## config.mk

```make
export PLATFORM = sky130hd
export DESIGN_NAME = multi_queue_task_dispatcher
export DESIGN_NICKNAME = d
export VERILOG_FILES = /design/src/mqtd_pkg.sv /design/src/mqtd_front.sv /design/src/mqtd_back.sv /design/src/multi_queue_task_dispatcher.sv
export SDC_FILE = /design/constraint.sdc
export NUM_CORES = 2
export LEC_CHECK = 0
export BUFFER_PORTS_ARGS = -buffer_cell sky130_fd_sc_hd__buf_2
export CAP_MARGIN = 15
export CORE_ASPECT_RATIO = 1.4
export CORE_MARGIN = 2
export CORE_UTILIZATION = 55
export DETAILED_ROUTE_END_ITERATION = 8
export PLACE_DENSITY = 0.73
export SLEW_MARGIN = 20
export SYNTH_ARGS = -nofsm -noshare
export SYNTH_HDL_FRONTEND = slang
export SYNTH_HIERARCHICAL = 1
export SYNTH_SLANG_ARGS = --single-unit
```

## constraint.sdc

```tcl
create_clock -name i_clk -period 6.2 [get_ports i_clk]
set_clock_uncertainty 0.15 [all_clocks]
set_input_delay 0 -clock i_clk [delete_from_list [all_inputs] [get_ports i_clk]]
set_output_delay 0 -clock i_clk [all_outputs]
set_load 0.005 [all_outputs]
```

## src/mqtd_pkg.sv

```systemverilog
`timescale 1ns / 1ps
`default_nettype none
// ----------------------------------------------------------------------------
// mqtd_pkg
// Shared types and codes of the multi-queue task dispatcher.
// ----------------------------------------------------------------------------
package mqtd_pkg;

    // Request action codes as they arrive on the input channel
    localparam logic [1:0] ACT_ADD  = 2'd0;
    localparam logic [1:0] ACT_TAKE = 2'd1;
    localparam logic [1:0] ACT_TICK = 2'd2;
    localparam logic [1:0] ACT_NONE = 2'd3;

    // Result status codes
    localparam logic [1:0] STATUS_DONE  = 2'd0;
    localparam logic [1:0] STATUS_FULL  = 2'd1;
    localparam logic [1:0] STATUS_EMPTY = 2'd2;

    // Configuration register indexes
    localparam logic [1:0] CFG_POLICY = 2'd0;
    localparam logic [1:0] CFG_INIT   = 2'd1;
    localparam logic [1:0] CFG_LIMIT  = 2'd2;

    // Dispatch policies (any other code acts as round robin)
    localparam logic [1:0] POLICY_RR    = 2'd0;
    localparam logic [1:0] POLICY_RAND  = 2'd1;
    localparam logic [1:0] POLICY_LEAST = 2'd2;

    // Galois LFSR
    localparam int          LFSR_W    = 16;
    localparam logic [15:0] LFSR_SEED = 16'hACE1;
    localparam logic [15:0] LFSR_TAPS = 16'hB400;

    // Register reset values
    localparam logic [1:0] RST_POLICY = 2'd0;
    localparam logic [3:0] RST_INIT   = 4'd1;
    localparam logic [3:0] RST_LIMIT  = 4'd8;

    // Classified operation
    typedef enum logic [1:0] {
        OP_ADD,
        OP_TAKE,
        OP_TICK,
        OP_NONE
    } t_op;

    // Request held in the queue between front and back
    typedef struct packed {
        t_op         op;
        logic [15:0] task_id;
        logic [2:0]  queue_index;
    } t_req;

    // Back-end sequencer states
    typedef enum logic [3:0] {
        S_IDLE,
        S_DECODE,
        S_TAKE_RD,
        S_BAL_SCAN,
        S_BAL_POP,
        S_BAL_PUSH,
        S_PICK,
        S_RND_MOD,
        S_LL_SCAN,
        S_RR_TRY,
        S_PUSH
    } t_state;

endpackage
`default_nettype wire

```

## src/mqtd_front.sv

```systemverilog
`timescale 1ns / 1ps
`default_nettype none
// ----------------------------------------------------------------------------
// mqtd_front
// Accepts requests, classifies the action and holds them in a two-entry queue
// for the back end.
// ----------------------------------------------------------------------------
module mqtd_front (
    input  wire logic            i_clk,
    input  wire logic            i_rst_n,
    input  wire logic            i_in_valid,
    output logic                 o_in_stall,
    input  wire logic [1:0]      i_action,
    input  wire logic [15:0]     i_task_id,
    input  wire logic [2:0]      i_queue_index,
    output logic                 o_req_valid,
    output mqtd_pkg::t_req       o_req,
    input  wire logic            i_req_pop
);

    mqtd_pkg::t_req r_fifo [2];
    logic           r_wr_ptr;
    logic           r_rd_ptr;
    logic [1:0]     r_cnt;
    mqtd_pkg::t_req w_req;
    logic           w_push;

    // classify the incoming action
    always_comb begin
        w_req.task_id     = i_task_id;
        w_req.queue_index = i_queue_index;
        unique case (i_action)
            mqtd_pkg::ACT_ADD:  w_req.op = mqtd_pkg::OP_ADD;
            mqtd_pkg::ACT_TAKE: w_req.op = mqtd_pkg::OP_TAKE;
            mqtd_pkg::ACT_TICK: w_req.op = mqtd_pkg::OP_TICK;
            default:            w_req.op = mqtd_pkg::OP_NONE;
        endcase
    end

    assign o_in_stall  = (r_cnt == 2'd2);
    assign w_push      = i_in_valid && !o_in_stall;
    assign o_req_valid = (r_cnt != 2'd0);
    assign o_req       = r_fifo[r_rd_ptr];

    // queue storage
    always_ff @(posedge i_clk) begin
        if (w_push) begin
            r_fifo[r_wr_ptr] <= w_req;
        end
    end

    // queue pointers and fill
    always_ff @(posedge i_clk) begin
        if (!i_rst_n) begin
            r_wr_ptr <= 1'b0;
            r_rd_ptr <= 1'b0;
            r_cnt    <= 2'd0;
        end else begin
            if (w_push) begin
                r_wr_ptr <= !r_wr_ptr;
            end
            if (i_req_pop) begin
                r_rd_ptr <= !r_rd_ptr;
            end
            case ({w_push, i_req_pop})
                2'b10:   r_cnt <= r_cnt + 2'd1;
                2'b01:   r_cnt <= r_cnt - 2'd1;
                default: r_cnt <= r_cnt;
            endcase
        end
    end

endmodule
`default_nettype wire

```

## src/mqtd_back.sv

```systemverilog
`timescale 1ns / 1ps
`default_nettype none
// ----------------------------------------------------------------------------
// mqtd_back
// Executes requests: owns the ring queues, the task store, the dispatch
// policies, the rebalance sequence, the configuration registers and the
// result register.
// ----------------------------------------------------------------------------
module mqtd_back #(
    parameter int MAX_QUEUES  = 8,
    parameter int QUEUE_DEPTH = 16,
    parameter int TASK_WIDTH  = 16
) (
    input  wire logic            i_clk,
    input  wire logic            i_rst_n,
    input  wire logic            i_req_valid,
    input  mqtd_pkg::t_req       i_req,
    output logic                 o_req_pop,
    input  wire logic            i_cfg_valid,
    output logic                 o_cfg_ready,
    input  wire logic [1:0]      i_cfg_index,
    input  wire logic [3:0]      i_cfg_data,
    output logic                 o_out_valid,
    input  wire logic            i_out_stall,
    output logic [1:0]           o_status,
    output logic [2:0]           o_queue_used,
    output logic [15:0]          o_task_out,
    output logic                 o_task_valid,
    output logic [3:0]           o_active_count
);

    localparam int QW        = $clog2(MAX_QUEUES);
    localparam int CW        = $clog2(MAX_QUEUES + 1);
    localparam int PW        = $clog2(QUEUE_DEPTH);
    localparam int MEM_DEPTH = MAX_QUEUES * QUEUE_DEPTH;
    localparam int AW        = $clog2(MEM_DEPTH);
    localparam int SW        = (TASK_WIDTH < 16) ? TASK_WIDTH : 16;
    localparam int BW        = $clog2(mqtd_pkg::LFSR_W);

    localparam logic [PW-1:0] DEPTH_M1 = PW'(QUEUE_DEPTH - 1);
    localparam logic [PW:0]   DEPTH_X  = (PW+1)'(QUEUE_DEPTH);
    localparam logic [CW-1:0] MAXQ_CNT = CW'(MAX_QUEUES);
    localparam logic [BW-1:0] LAST_BIT = BW'(mqtd_pkg::LFSR_W - 1);

    // state and datapath registers
    mqtd_pkg::t_state r_state, n_state;
    mqtd_pkg::t_req   r_req, n_req;
    logic [CW-1:0]    r_cur, n_cur;
    logic [QW-1:0]    r_lo, n_lo, r_hi, n_hi, r_q, n_q, r_rr, n_rr;
    logic [PW-1:0]    r_lo_n, n_lo_n, r_hi_n, n_hi_n, r_moves, n_moves, r_best, n_best;
    logic [15:0]      r_lfsr, n_lfsr, r_div, n_div;
    logic [CW-1:0]    r_rem, n_rem;
    logic [BW-1:0]    r_bit, n_bit;
    logic [CW-1:0]    r_active, n_active;
    logic             r_pend, n_pend;
    logic [1:0]       r_policy, n_policy;
    logic [3:0]       r_init, n_init;
    logic [3:0]       r_limit, n_limit;
    logic [PW-1:0]    r_wp [MAX_QUEUES];
    logic [PW-1:0]    r_rp [MAX_QUEUES];
    logic [SW-1:0]    r_mem [MEM_DEPTH];
    logic [SW-1:0]    r_rd;

    // result register
    logic             r_out_valid;
    logic [1:0]       r_out_status;
    logic [2:0]       r_out_used;
    logic [15:0]      r_out_task;
    logic             r_out_tvalid;
    logic [3:0]       r_out_active;

    // control strobes
    logic [QW-1:0]    sel;
    logic             wp_we, rp_we, mem_we, mem_re, cfg_grow, out_load, req_pop;
    logic [PW-1:0]    wp_new, rp_new, mem_ptr;
    logic [SW-1:0]    mem_wdata;
    logic [1:0]       out_status;
    logic [QW-1:0]    out_used;
    logic [SW-1:0]    out_task;
    logic             out_tvalid;

    // selected queue view
    logic [PW-1:0]    wp_s, rp_s, wp_inc, wp_dec, rp_inc, size_s;
    logic [PW:0]      diff_s;
    logic             full_s, empty_s;
    logic [AW-1:0]    mem_addr;

    // helpers
    logic             cfg_we, cur_lt_act, take_bad;
    logic [CW-1:0]    cfg_cnt, limit_cnt, rr_mod;
    logic [CW:0]      rr_rem, div_tmp;
    logic [PW-1:0]    moves_calc;
    logic [15:0]      lfsr_step;

    assign cfg_we     = i_cfg_valid && o_cfg_ready;
    assign cur_lt_act = (r_cur < r_active);
    assign moves_calc = (r_hi_n - r_lo_n) >> 1;

    // clamp of configured counts to 1..MAX_QUEUES
    always_comb begin
        if (i_cfg_data == 4'd0) begin
            cfg_cnt = CW'(1);
        end else if (32'(i_cfg_data) > MAX_QUEUES) begin
            cfg_cnt = MAXQ_CNT;
        end else begin
            cfg_cnt = CW'(i_cfg_data);
        end
        if (r_limit == 4'd0) begin
            limit_cnt = CW'(1);
        end else if (32'(r_limit) > MAX_QUEUES) begin
            limit_cnt = MAXQ_CNT;
        end else begin
            limit_cnt = CW'(r_limit);
        end
    end

    // round robin pointer wrapped into a new active count, one bit a step
    always_comb begin
        rr_rem = '0;
        for (int b = QW - 1; b >= 0; b--) begin
            rr_rem = {rr_rem[CW-1:0], r_rr[b]};
            if (rr_rem >= {1'b0, cfg_cnt}) begin
                rr_rem = rr_rem - {1'b0, cfg_cnt};
            end
        end
        rr_mod = CW'(rr_rem);
    end

    // LFSR advance and one restoring step of the modulo
    always_comb begin
        lfsr_step = r_lfsr >> 1;
        if (r_lfsr[0]) begin
            lfsr_step = lfsr_step ^ mqtd_pkg::LFSR_TAPS;
        end
        div_tmp = {r_rem, r_div[15]};
        if (div_tmp >= {1'b0, r_active}) begin
            div_tmp = div_tmp - {1'b0, r_active};
        end
    end

    // queue selected this cycle
    always_comb begin
        unique case (r_state)
            mqtd_pkg::S_DECODE:   sel = QW'(r_req.queue_index);
            mqtd_pkg::S_TAKE_RD:  sel = QW'(r_req.queue_index);
            mqtd_pkg::S_BAL_POP:  sel = r_hi;
            mqtd_pkg::S_BAL_PUSH: sel = r_lo;
            mqtd_pkg::S_PUSH:     sel = r_q;
            mqtd_pkg::S_RR_TRY:   sel = cur_lt_act ? r_rr : QW'(r_active);
            default:              sel = QW'(r_cur);
        endcase
    end

    // pointers, fill and address of the selected queue
    always_comb begin
        wp_s    = r_wp[sel];
        rp_s    = r_rp[sel];
        wp_inc  = (wp_s == DEPTH_M1) ? '0 : wp_s + PW'(1);
        rp_inc  = (rp_s == DEPTH_M1) ? '0 : rp_s + PW'(1);
        wp_dec  = (wp_s == '0) ? DEPTH_M1 : wp_s - PW'(1);
        diff_s  = {1'b0, wp_s} + ((wp_s >= rp_s) ? '0 : DEPTH_X) - {1'b0, rp_s};
        size_s  = PW'(diff_s);
        full_s  = (wp_inc == rp_s);
        empty_s = (wp_s == rp_s);
        take_bad = (32'(r_req.queue_index) >= 32'(r_active)) ||
                   (32'(r_req.queue_index) >= MAX_QUEUES) || empty_s;
    end

    assign mem_addr = AW'(sel) * AW'(QUEUE_DEPTH) + AW'(mem_ptr);

    // next state
    always_comb begin
        n_state = r_state;
        unique case (r_state)
            mqtd_pkg::S_IDLE: begin
                if (i_req_valid && !r_out_valid) n_state = mqtd_pkg::S_DECODE;
            end
            mqtd_pkg::S_DECODE: begin
                case (r_req.op)
                    mqtd_pkg::OP_TAKE:
                        n_state = take_bad ? mqtd_pkg::S_IDLE : mqtd_pkg::S_TAKE_RD;
                    mqtd_pkg::OP_ADD:
                        n_state = r_pend ? mqtd_pkg::S_BAL_SCAN : mqtd_pkg::S_PICK;
                    default:
                        n_state = mqtd_pkg::S_IDLE;
                endcase
            end
            mqtd_pkg::S_TAKE_RD: n_state = mqtd_pkg::S_IDLE;
            mqtd_pkg::S_BAL_SCAN: begin
                if (!cur_lt_act) begin
                    n_state = (moves_calc == '0) ? mqtd_pkg::S_PICK : mqtd_pkg::S_BAL_POP;
                end
            end
            mqtd_pkg::S_BAL_POP: n_state = mqtd_pkg::S_BAL_PUSH;
            mqtd_pkg::S_BAL_PUSH: begin
                n_state = (r_moves == PW'(1)) ? mqtd_pkg::S_PICK : mqtd_pkg::S_BAL_POP;
            end
            mqtd_pkg::S_PICK: begin
                case (r_policy)
                    mqtd_pkg::POLICY_RAND:  n_state = mqtd_pkg::S_RND_MOD;
                    mqtd_pkg::POLICY_LEAST: n_state = mqtd_pkg::S_LL_SCAN;
                    default:                n_state = mqtd_pkg::S_RR_TRY;
                endcase
            end
            mqtd_pkg::S_RND_MOD: begin
                if (r_bit == LAST_BIT) n_state = mqtd_pkg::S_PUSH;
            end
            mqtd_pkg::S_LL_SCAN: begin
                if (!cur_lt_act) n_state = mqtd_pkg::S_PUSH;
            end
            mqtd_pkg::S_RR_TRY: begin
                if (!cur_lt_act || !full_s) n_state = mqtd_pkg::S_IDLE;
            end
            mqtd_pkg::S_PUSH: n_state = mqtd_pkg::S_IDLE;
            default: n_state = mqtd_pkg::S_IDLE;
        endcase
    end

    // outputs and datapath updates
    always_comb begin
        n_req      = r_req;
        n_cur      = r_cur;
        n_lo       = r_lo;
        n_hi       = r_hi;
        n_lo_n     = r_lo_n;
        n_hi_n     = r_hi_n;
        n_moves    = r_moves;
        n_best     = r_best;
        n_q        = r_q;
        n_rr       = r_rr;
        n_lfsr     = r_lfsr;
        n_div      = r_div;
        n_rem      = r_rem;
        n_bit      = r_bit;
        n_active   = r_active;
        n_pend     = r_pend;
        n_policy   = r_policy;
        n_init     = r_init;
        n_limit    = r_limit;
        wp_we      = 1'b0;
        rp_we      = 1'b0;
        wp_new     = wp_inc;
        rp_new     = rp_inc;
        mem_we     = 1'b0;
        mem_re     = 1'b0;
        mem_ptr    = wp_s;
        mem_wdata  = SW'(r_req.task_id);
        cfg_grow   = 1'b0;
        out_load   = 1'b0;
        out_status = mqtd_pkg::STATUS_DONE;
        out_used   = '0;
        out_task   = '0;
        out_tvalid = 1'b0;
        req_pop    = 1'b0;
        o_cfg_ready = (r_state == mqtd_pkg::S_IDLE);

        unique case (r_state)
            mqtd_pkg::S_IDLE: begin
                if (i_req_valid && !r_out_valid) begin
                    req_pop = 1'b1;
                    n_req   = i_req;
                end
                // register writes
                if (cfg_we) begin
                    case (i_cfg_index)
                        mqtd_pkg::CFG_POLICY: n_policy = i_cfg_data[1:0];
                        mqtd_pkg::CFG_INIT: begin
                            n_init   = i_cfg_data;
                            n_active = cfg_cnt;
                            n_rr     = QW'(rr_mod);
                            cfg_grow = 1'b1;
                        end
                        mqtd_pkg::CFG_LIMIT:  n_limit = i_cfg_data;
                        default: ;
                    endcase
                end
            end
            mqtd_pkg::S_DECODE: begin
                case (r_req.op)
                    mqtd_pkg::OP_TAKE: begin
                        if (take_bad) begin
                            out_load   = 1'b1;
                            out_status = mqtd_pkg::STATUS_EMPTY;
                            out_used   = QW'(r_req.queue_index);
                        end else begin
                            mem_re  = 1'b1;
                            mem_ptr = rp_s;
                            rp_we   = 1'b1;
                        end
                    end
                    mqtd_pkg::OP_ADD: begin
                        if (r_pend) begin
                            n_pend = 1'b0;
                            n_cur  = '0;
                            n_lo   = '0;
                            n_hi   = '0;
                            n_lo_n = '0;
                            n_hi_n = '0;
                        end
                    end
                    mqtd_pkg::OP_TICK: begin
                        n_pend   = 1'b1;
                        out_load = 1'b1;
                    end
                    default: out_load = 1'b1;
                endcase
            end
            mqtd_pkg::S_TAKE_RD: begin
                out_load   = 1'b1;
                out_used   = QW'(r_req.queue_index);
                out_task   = r_rd;
                out_tvalid = 1'b1;
            end
            // find the emptiest and the fullest active queue
            mqtd_pkg::S_BAL_SCAN: begin
                if (cur_lt_act) begin
                    if (r_cur == '0 || size_s < r_lo_n) begin
                        n_lo_n = size_s;
                        n_lo   = QW'(r_cur);
                    end
                    if (size_s > r_hi_n) begin
                        n_hi_n = size_s;
                        n_hi   = QW'(r_cur);
                    end
                    n_cur = r_cur + CW'(1);
                end else begin
                    n_moves = moves_calc;
                end
            end
            // take the newest task off the fullest queue
            mqtd_pkg::S_BAL_POP: begin
                wp_we   = 1'b1;
                wp_new  = wp_dec;
                mem_re  = 1'b1;
                mem_ptr = wp_dec;
            end
            // and append it to the emptiest one
            mqtd_pkg::S_BAL_PUSH: begin
                if (!full_s) begin
                    mem_we    = 1'b1;
                    mem_wdata = r_rd;
                    wp_we     = 1'b1;
                end
                n_moves = r_moves - PW'(1);
            end
            mqtd_pkg::S_PICK: begin
                n_cur  = '0;
                n_best = '0;
                n_q    = '0;
                if (r_policy == mqtd_pkg::POLICY_RAND) begin
                    n_lfsr = lfsr_step;
                    n_div  = lfsr_step;
                    n_rem  = '0;
                    n_bit  = '0;
                end
            end
            // LFSR value modulo the active count, one bit a cycle
            mqtd_pkg::S_RND_MOD: begin
                n_rem = CW'(div_tmp);
                n_div = r_div << 1;
                n_bit = r_bit + BW'(1);
                if (r_bit == LAST_BIT) n_q = QW'(div_tmp);
            end
            // least occupied queue, first on a tie
            mqtd_pkg::S_LL_SCAN: begin
                if (cur_lt_act) begin
                    if (r_cur == '0 || size_s < r_best) begin
                        n_best = size_s;
                        n_q    = QW'(r_cur);
                    end
                    n_cur = r_cur + CW'(1);
                end
            end
            // round robin, a queue a cycle; all full: grow under limit, else FULL
            mqtd_pkg::S_RR_TRY: begin
                if (cur_lt_act) begin
                    n_rr = ((CW'(r_rr) + CW'(1)) == r_active) ? '0 : r_rr + QW'(1);
                    if (!full_s) begin
                        mem_we   = 1'b1;
                        wp_we    = 1'b1;
                        out_load = 1'b1;
                        out_used = r_rr;
                    end else begin
                        n_cur = r_cur + CW'(1);
                    end
                end else if (r_active < limit_cnt) begin
                    mem_we   = 1'b1;
                    mem_ptr  = '0;
                    wp_we    = 1'b1;
                    wp_new   = PW'(1);
                    rp_we    = 1'b1;
                    rp_new   = '0;
                    n_active = r_active + CW'(1);
                    n_rr     = '0;
                    out_load = 1'b1;
                    out_used = QW'(r_active);
                end else begin
                    out_load   = 1'b1;
                    out_status = mqtd_pkg::STATUS_FULL;
                end
            end
            mqtd_pkg::S_PUSH: begin
                out_load = 1'b1;
                if (full_s) begin
                    out_status = mqtd_pkg::STATUS_FULL;
                end else begin
                    mem_we   = 1'b1;
                    wp_we    = 1'b1;
                    out_used = r_q;
                end
            end
            default: ;
        endcase
    end

    assign o_req_pop = req_pop;

    // task store
    always_ff @(posedge i_clk) begin
        if (mem_we) begin
            r_mem[mem_addr] <= mem_wdata;
        end
        if (mem_re) begin
            r_rd <= r_mem[mem_addr];
        end
    end

    // ring pointers
    always_ff @(posedge i_clk) begin
        for (int i = 0; i < MAX_QUEUES; i++) begin
            if (!i_rst_n) begin
                r_wp[i] <= '0;
                r_rp[i] <= '0;
            end else if (cfg_grow && 32'(r_active) <= i && i < 32'(n_active)) begin
                r_wp[i] <= '0;
                r_rp[i] <= '0;
            end else if (32'(sel) == i) begin
                if (wp_we) r_wp[i] <= wp_new;
                if (rp_we) r_rp[i] <= rp_new;
            end
        end
    end

    // sequencer and control registers
    always_ff @(posedge i_clk) begin
        if (!i_rst_n) begin
            r_state  <= mqtd_pkg::S_IDLE;
            r_active <= CW'(mqtd_pkg::RST_INIT);
            r_rr     <= '0;
            r_lfsr   <= mqtd_pkg::LFSR_SEED;
            r_pend   <= 1'b0;
            r_policy <= mqtd_pkg::RST_POLICY;
            r_init   <= mqtd_pkg::RST_INIT;
            r_limit  <= mqtd_pkg::RST_LIMIT;
            r_cur    <= '0;
            r_moves  <= '0;
            r_bit    <= '0;
        end else begin
            r_state  <= n_state;
            r_active <= n_active;
            r_rr     <= n_rr;
            r_lfsr   <= n_lfsr;
            r_pend   <= n_pend;
            r_policy <= n_policy;
            r_init   <= n_init;
            r_limit  <= n_limit;
            r_cur    <= n_cur;
            r_moves  <= n_moves;
            r_bit    <= n_bit;
        end
    end

    // working payload
    always_ff @(posedge i_clk) begin
        r_req  <= n_req;
        r_lo   <= n_lo;
        r_hi   <= n_hi;
        r_lo_n <= n_lo_n;
        r_hi_n <= n_hi_n;
        r_best <= n_best;
        r_q    <= n_q;
        r_div  <= n_div;
        r_rem  <= n_rem;
    end

    // result register
    always_ff @(posedge i_clk) begin
        if (!i_rst_n) begin
            r_out_valid <= 1'b0;
        end else if (out_load) begin
            r_out_valid <= 1'b1;
        end else if (!i_out_stall) begin
            r_out_valid <= 1'b0;
        end
    end

    always_ff @(posedge i_clk) begin
        if (out_load) begin
            r_out_status <= out_status;
            r_out_used   <= 3'(out_used);
            r_out_task   <= 16'(out_task);
            r_out_tvalid <= out_tvalid;
            r_out_active <= 4'(n_active);
        end
    end

    assign o_out_valid    = r_out_valid;
    assign o_status       = r_out_status;
    assign o_queue_used   = r_out_used;
    assign o_task_out     = r_out_task;
    assign o_task_valid   = r_out_tvalid;
    assign o_active_count = r_out_active;

endmodule
`default_nettype wire

```

## src/multi_queue_task_dispatcher.sv

```systemverilog
`timescale 1ns / 1ps
`default_nettype none
// ----------------------------------------------------------------------------
// multi_queue_task_dispatcher
// Places task ids into worker ring queues by round robin, LFSR pick or least
// load, pops them for workers and rebalances on request.
// ----------------------------------------------------------------------------
//  channel   handshake              payload
//  in        i_in_valid/o_in_stall  i_action, i_task_id, i_queue_index
//  out       o_out_valid/i_out_stall o_status, o_queue_used, o_task_out,
//                                   o_task_valid, o_active_count
//  cfg       i_cfg_valid/o_cfg_ready i_cfg_index, i_cfg_data
//
// A tick marks a rebalance that runs at the start of the next add. The
// back-end sequencer handles one request at a time; the two-entry front
// queue keeps accepting while it works or while a result waits, stalling
// the input only when both entries are held.
// Synchronous active-low reset; the task store is not cleared.
// ----------------------------------------------------------------------------
module multi_queue_task_dispatcher #(
    parameter int MAX_QUEUES  = 8,
    parameter int QUEUE_DEPTH = 16,
    parameter int TASK_WIDTH  = 16
) (
    input  wire logic        i_clk,
    input  wire logic        i_rst_n,
    input  wire logic        i_in_valid,
    output logic             o_in_stall,
    input  wire logic [1:0]  i_action,
    input  wire logic [15:0] i_task_id,
    input  wire logic [2:0]  i_queue_index,
    output logic             o_out_valid,
    input  wire logic        i_out_stall,
    output logic [1:0]       o_status,
    output logic [2:0]       o_queue_used,
    output logic [15:0]      o_task_out,
    output logic             o_task_valid,
    output logic [3:0]       o_active_count,
    input  wire logic        i_cfg_valid,
    output logic             o_cfg_ready,
    input  wire logic [1:0]  i_cfg_index,
    input  wire logic [3:0]  i_cfg_data
);

    logic           req_valid;
    logic           req_pop;
    mqtd_pkg::t_req req;

    // request classification and queue
    mqtd_front u_front (
        .i_clk         (i_clk),
        .i_rst_n       (i_rst_n),
        .i_in_valid    (i_in_valid),
        .o_in_stall    (o_in_stall),
        .i_action      (i_action),
        .i_task_id     (i_task_id),
        .i_queue_index (i_queue_index),
        .o_req_valid   (req_valid),
        .o_req         (req),
        .i_req_pop     (req_pop)
    );

    // dispatch engine
    mqtd_back #(
        .MAX_QUEUES  (MAX_QUEUES),
        .QUEUE_DEPTH (QUEUE_DEPTH),
        .TASK_WIDTH  (TASK_WIDTH)
    ) u_back (
        .i_clk          (i_clk),
        .i_rst_n        (i_rst_n),
        .i_req_valid    (req_valid),
        .i_req          (req),
        .o_req_pop      (req_pop),
        .i_cfg_valid    (i_cfg_valid),
        .o_cfg_ready    (o_cfg_ready),
        .i_cfg_index    (i_cfg_index),
        .i_cfg_data     (i_cfg_data),
        .o_out_valid    (o_out_valid),
        .i_out_stall    (i_out_stall),
        .o_status       (o_status),
        .o_queue_used   (o_queue_used),
        .o_task_out     (o_task_out),
        .o_task_valid   (o_task_valid),
        .o_active_count (o_active_count)
    );

endmodule
`default_nettype wire
```

==> run_results.csv <==
group,metric,value,unit
setup_path,cp-end-kind,"flip-flop",
status,status,"completed",
cts,htree_levels,4,
timing,period_share,99.1,%
drt,routed_via_density,6.35,
layout,nFillCells,10800,
global_routing,grt_pass1_wl,368000,um
setup_path,worstPathCellList,"buf_12, nor4bb_2, a311oi_1, o22ai_2, o31a_1, buf_12, mux2_4, mux4_2, ha_4, nand3_4, buf_6, a31o_4, or4_4, buf_12, mux4_2, o2bb2ai_2, nor4_2, a31oi_2, or4_4",
layout,drive_gt1_share,25.4,%
cts,clock_sinks,2310,
synth,synth_ff_type,"edfxtp_1",
synth,syn_area,92700,sq um
drt,wirelength,256000,um
synth,yosysUniqueCellTypes,91,
setup_path,r2r_end,"u_back/r_rd[14]",
layout,area_growth,20.6,%
drt,drtAntennaViolNets,0,
drt,wl_per_cell,29.1,um
floorplanning,core-area,168000,sq um
floorplanning,dieWidth,351,um
synth,ys_ff_latch,2310,
cts,cts_made_buffers,203,
drt,drt_pass1_iterations,9,
timing,maxSlewViolCount,0,
timing,fmax,163,MHz
setup_path,worst_path_most_repeated_cell,"buf_12",
setup_path,cp.required,6.65,ns
min_path,min_from,"i_in_valid",
cts,clockRootBuffer,"clkbuf_16",
synth,synth_edf_count,2258,
global_routing,grt_max_degree,129,
floorplanning,start_util,55.3,%
synth,synth_nets,5756,
cts,cts_tree,"yes",
global_routing,grt_overflow,0,
timing,finalSetupViolations,0,
setup_path,crit_arrival,6.60,ns
setup_path,path_max_fanout,14,
min_path,min_to,"u_front/r_cnt[1]",
floorplanning,die_area,172000,sq um
synth,syn_inst,5666,
floorplanning,ios,61,
setup_path,worst_setup_path_start_kind,"flip-flop",
placement,portBuffers,60,
timing,relSlewSlack,26.9,%
job,maxCapViolCount,0,
layout,final_common_cell,"edfxtp_1",
setup_path,criticalPathCategory,"flip-flop to flip-flop",
placement,detailed_place.area,103000,sq um
cts,clkTransAtPathRegs,0.07,ns
drt,num_vias,55800,
placement,dp_hpwl,163000,um
global_routing,track_usage,29.5,%
timing,rsz0062_at_grt,"yes",
min_path,hold_depth,6,
timing,tightest_slew,1.10,ns
synth,ys_seq_area_share,74.3,%
cts,clock_latency,0.88,ns
global_routing,antenna_found_initial,3,
layout,final_nets,6458,
layout,final_cell_mix,"2258 x edfxtp_1, 870 x nand2_1, 431 x buf_4, 279 x mux4_2, 221 x buf_12",
cts,cts.path.max_buffers,3,
drt,first_iter_violations,6255,
drt,drc,0,
setup_path,rrSetupSlack,0.05,ns
synth,synth_warnings,6,
floorplanning,rows,178,
synth,async_flop_share,0,%
placement,gp_congestion,0.939,
setup_path,ff2ff_path_depth,19,
global_routing,grt_pass1_vias,55600,
timing,finalCriticalPeriod,6.15,ns
floorplanning,die_y,490,um
setup_path,r2r_start,"u_back/r_state[2]",
min_path,hold_class,"input pin to flip-flop",
setup_path,worst_path_max_delay_cell,"or4_4",
layout,final_cell_area,112000,sq um
timing,hold_viol_final,0,
setup_path,cpPeakStageDelay,0.70,ns
synth,avgSynthCellArea,16.4,sq um
layout make-up:
class | instances | area, sq um | area share [%]
antenna | 1 | 2.50 | 0.00224
clock buffer | 241 | 5350 | 4.78
clock inverter | 134 | 1350 | 1.21
inverter | 63 | 236 | 0.212
multi-input combinational | 2977 | 23900 | 21.4
sequential | 2310 | 68900 | 61.6
tap | 2250 | 2820 | 2.52
timing repair buffer | 813 | 9300 | 8.32
kinds of logic (layout without fill, tap and decap cells):
logic type / count (synthesis) / in the layout / synth area share [%]
flops: 2310 / 2310 / 74.3
buf+inv: 380 / 1251 / 1.79
xor+xnor: 30 / 30 / 0.283
fa+ha+maj: 58 / 58 / 0.823
compound gates: 633 / 633 / 4.97
simple gates: 1720 / 1721 / 8.26
other cells: 0 / 1 / 0
mux: 535 / 535 / 9.62
cell usage after synthesis, drive strengths merged (6+ instances only):
cell / instances / area share (%)
o21a: 7 / 0.057
o31ai: 6 / 0.054
a211oi: 44 / 0.38
xor2: 12 / 0.11
a32oi: 117 / 1.1
ha: 53 / 0.72
or3: 7 / 0.047
or2: 6 / 0.040
edfxtp: 2258 / 73
xnor2: 18 / 0.17
a31oi: 30 / 0.20
clkbuf: 164 / 0.66
nor3: 21 / 0.13
nor2b: 11 / 0.074
nand2: 879 / 3.6
and3: 120 / 0.82
buf: 153 / 0.88
a21o: 13 / 0.11
o41ai: 8 / 0.084
a311oi: 69 / 0.65
inv: 62 / 0.25
a21oi: 95 / 0.52
nand4: 59 / 0.40
o21ai: 76 / 0.41
dfxtp: 52 / 1.1
and4: 15 / 0.14
nand3: 214 / 1.2
mux2i: 196 / 2.1
mux4: 279 / 6.8
o22ai: 41 / 0.28
nor4: 54 / 0.39
a2bb2oi: 6 / 0.057
o221ai: 11 / 0.10
nor2: 290 / 1.2
nand2b: 20 / 0.14
mux2: 60 / 0.73
a22oi: 40 / 0.32
a221oi: 8 / 0.076
and2: 12 / 0.081
o211ai: 18 / 0.15
sequential cells by signal, summed over array words and instances, names as in the netlist, 4 cells and up, named ones only:
register / count
u_back/r_mem: 2048
u_front/r_fifo: 42
u_back/r_rp: 32
u_back/r_wp: 32
u_back/r_req: 21
u_back/o_task_out: 16
u_back/r_div: 16
u_back/r_lfsr: 16
u_back/r_rd: 16
u_back/o_active_count: 4
u_back/r_active: 4
u_back/r_best: 4
u_back/r_bit: 4
u_back/r_cur: 4
u_back/r_hi_n: 4
u_back/r_limit: 4
u_back/r_lo_n: 4
u_back/r_moves: 4
u_back/r_rem: 4
u_back/r_state: 4
critical path: cells and delay by family, from the launching register on:
family | cells | cell delay (ns)
simple gates | 5 | 1.85
compound gates | 6 | 1.43
mux | 3 | 1.12
buf+inv | 4 | 0.66
flops | 1 | 0.33
fa+ha+maj | 1 | 0.32
through the flow:
step           std cells  hold slack (ns)  utilization, %  TNS, ns  worst slack [ns]
3_5_place_dp        8306           0.0435            61.4    -2.60            -0.439
6_report            8789            0.102            66.7        0            0.0532
5_1_grt             8789            0.118            66.7    -1.24            -0.111
4_1_cts             8767           0.0408            66.1        0           0.00709
3_3_place_gp        8306           0.0438            61.4    -3.77            -0.522
2_1_floorplan       5666          -0.0511               -  -312.29            -0.237
repair_timing:
action | 4_1_cts | 5_1_grt
setup buffers | 7 | 11
hold buffers | 74 | 0
endpoints found under the hold margin | 173 | 0
gates cloned | 5 | 10
resized for setup | 54 | 111
setup endpoints to repair | 31 | 235
pin swaps | 19 | 28
how the worst max path moves through the flow:
stage | start | to | slack, ns
floorplan | u_back/r_active[1] | u_back/r_mem[104][0] | -0.24
global placement | u_back/r_active[2] | u_back/r_rd[13] | -0.52
detailed placement | u_back/r_state[1] | u_back/r_rd[13] | -0.44
CTS | u_back/r_active[2] | u_back/r_rd[4] | 0.007
global route | u_back/r_active[1] | u_back/r_rd[14] | -0.11
finish | u_back/r_state[2] | u_back/r_rd[14] | 0.05
layer usage:
metal	GRT usage, %	vias to the layer above	wire, um	part of all wire [%]
met5	0	-	0	0
met2	51.0	2912	132000	51
met3	4.57	609	18800	7.3
li1	-	23700	-	-
met1	35.6	28600	90500	35
met4	16.2	0	15200	5.9
Power is left out: the tool's default activity adds up to more than one toggle a clock period on the data nets, which glitch-free logic cannot reach.
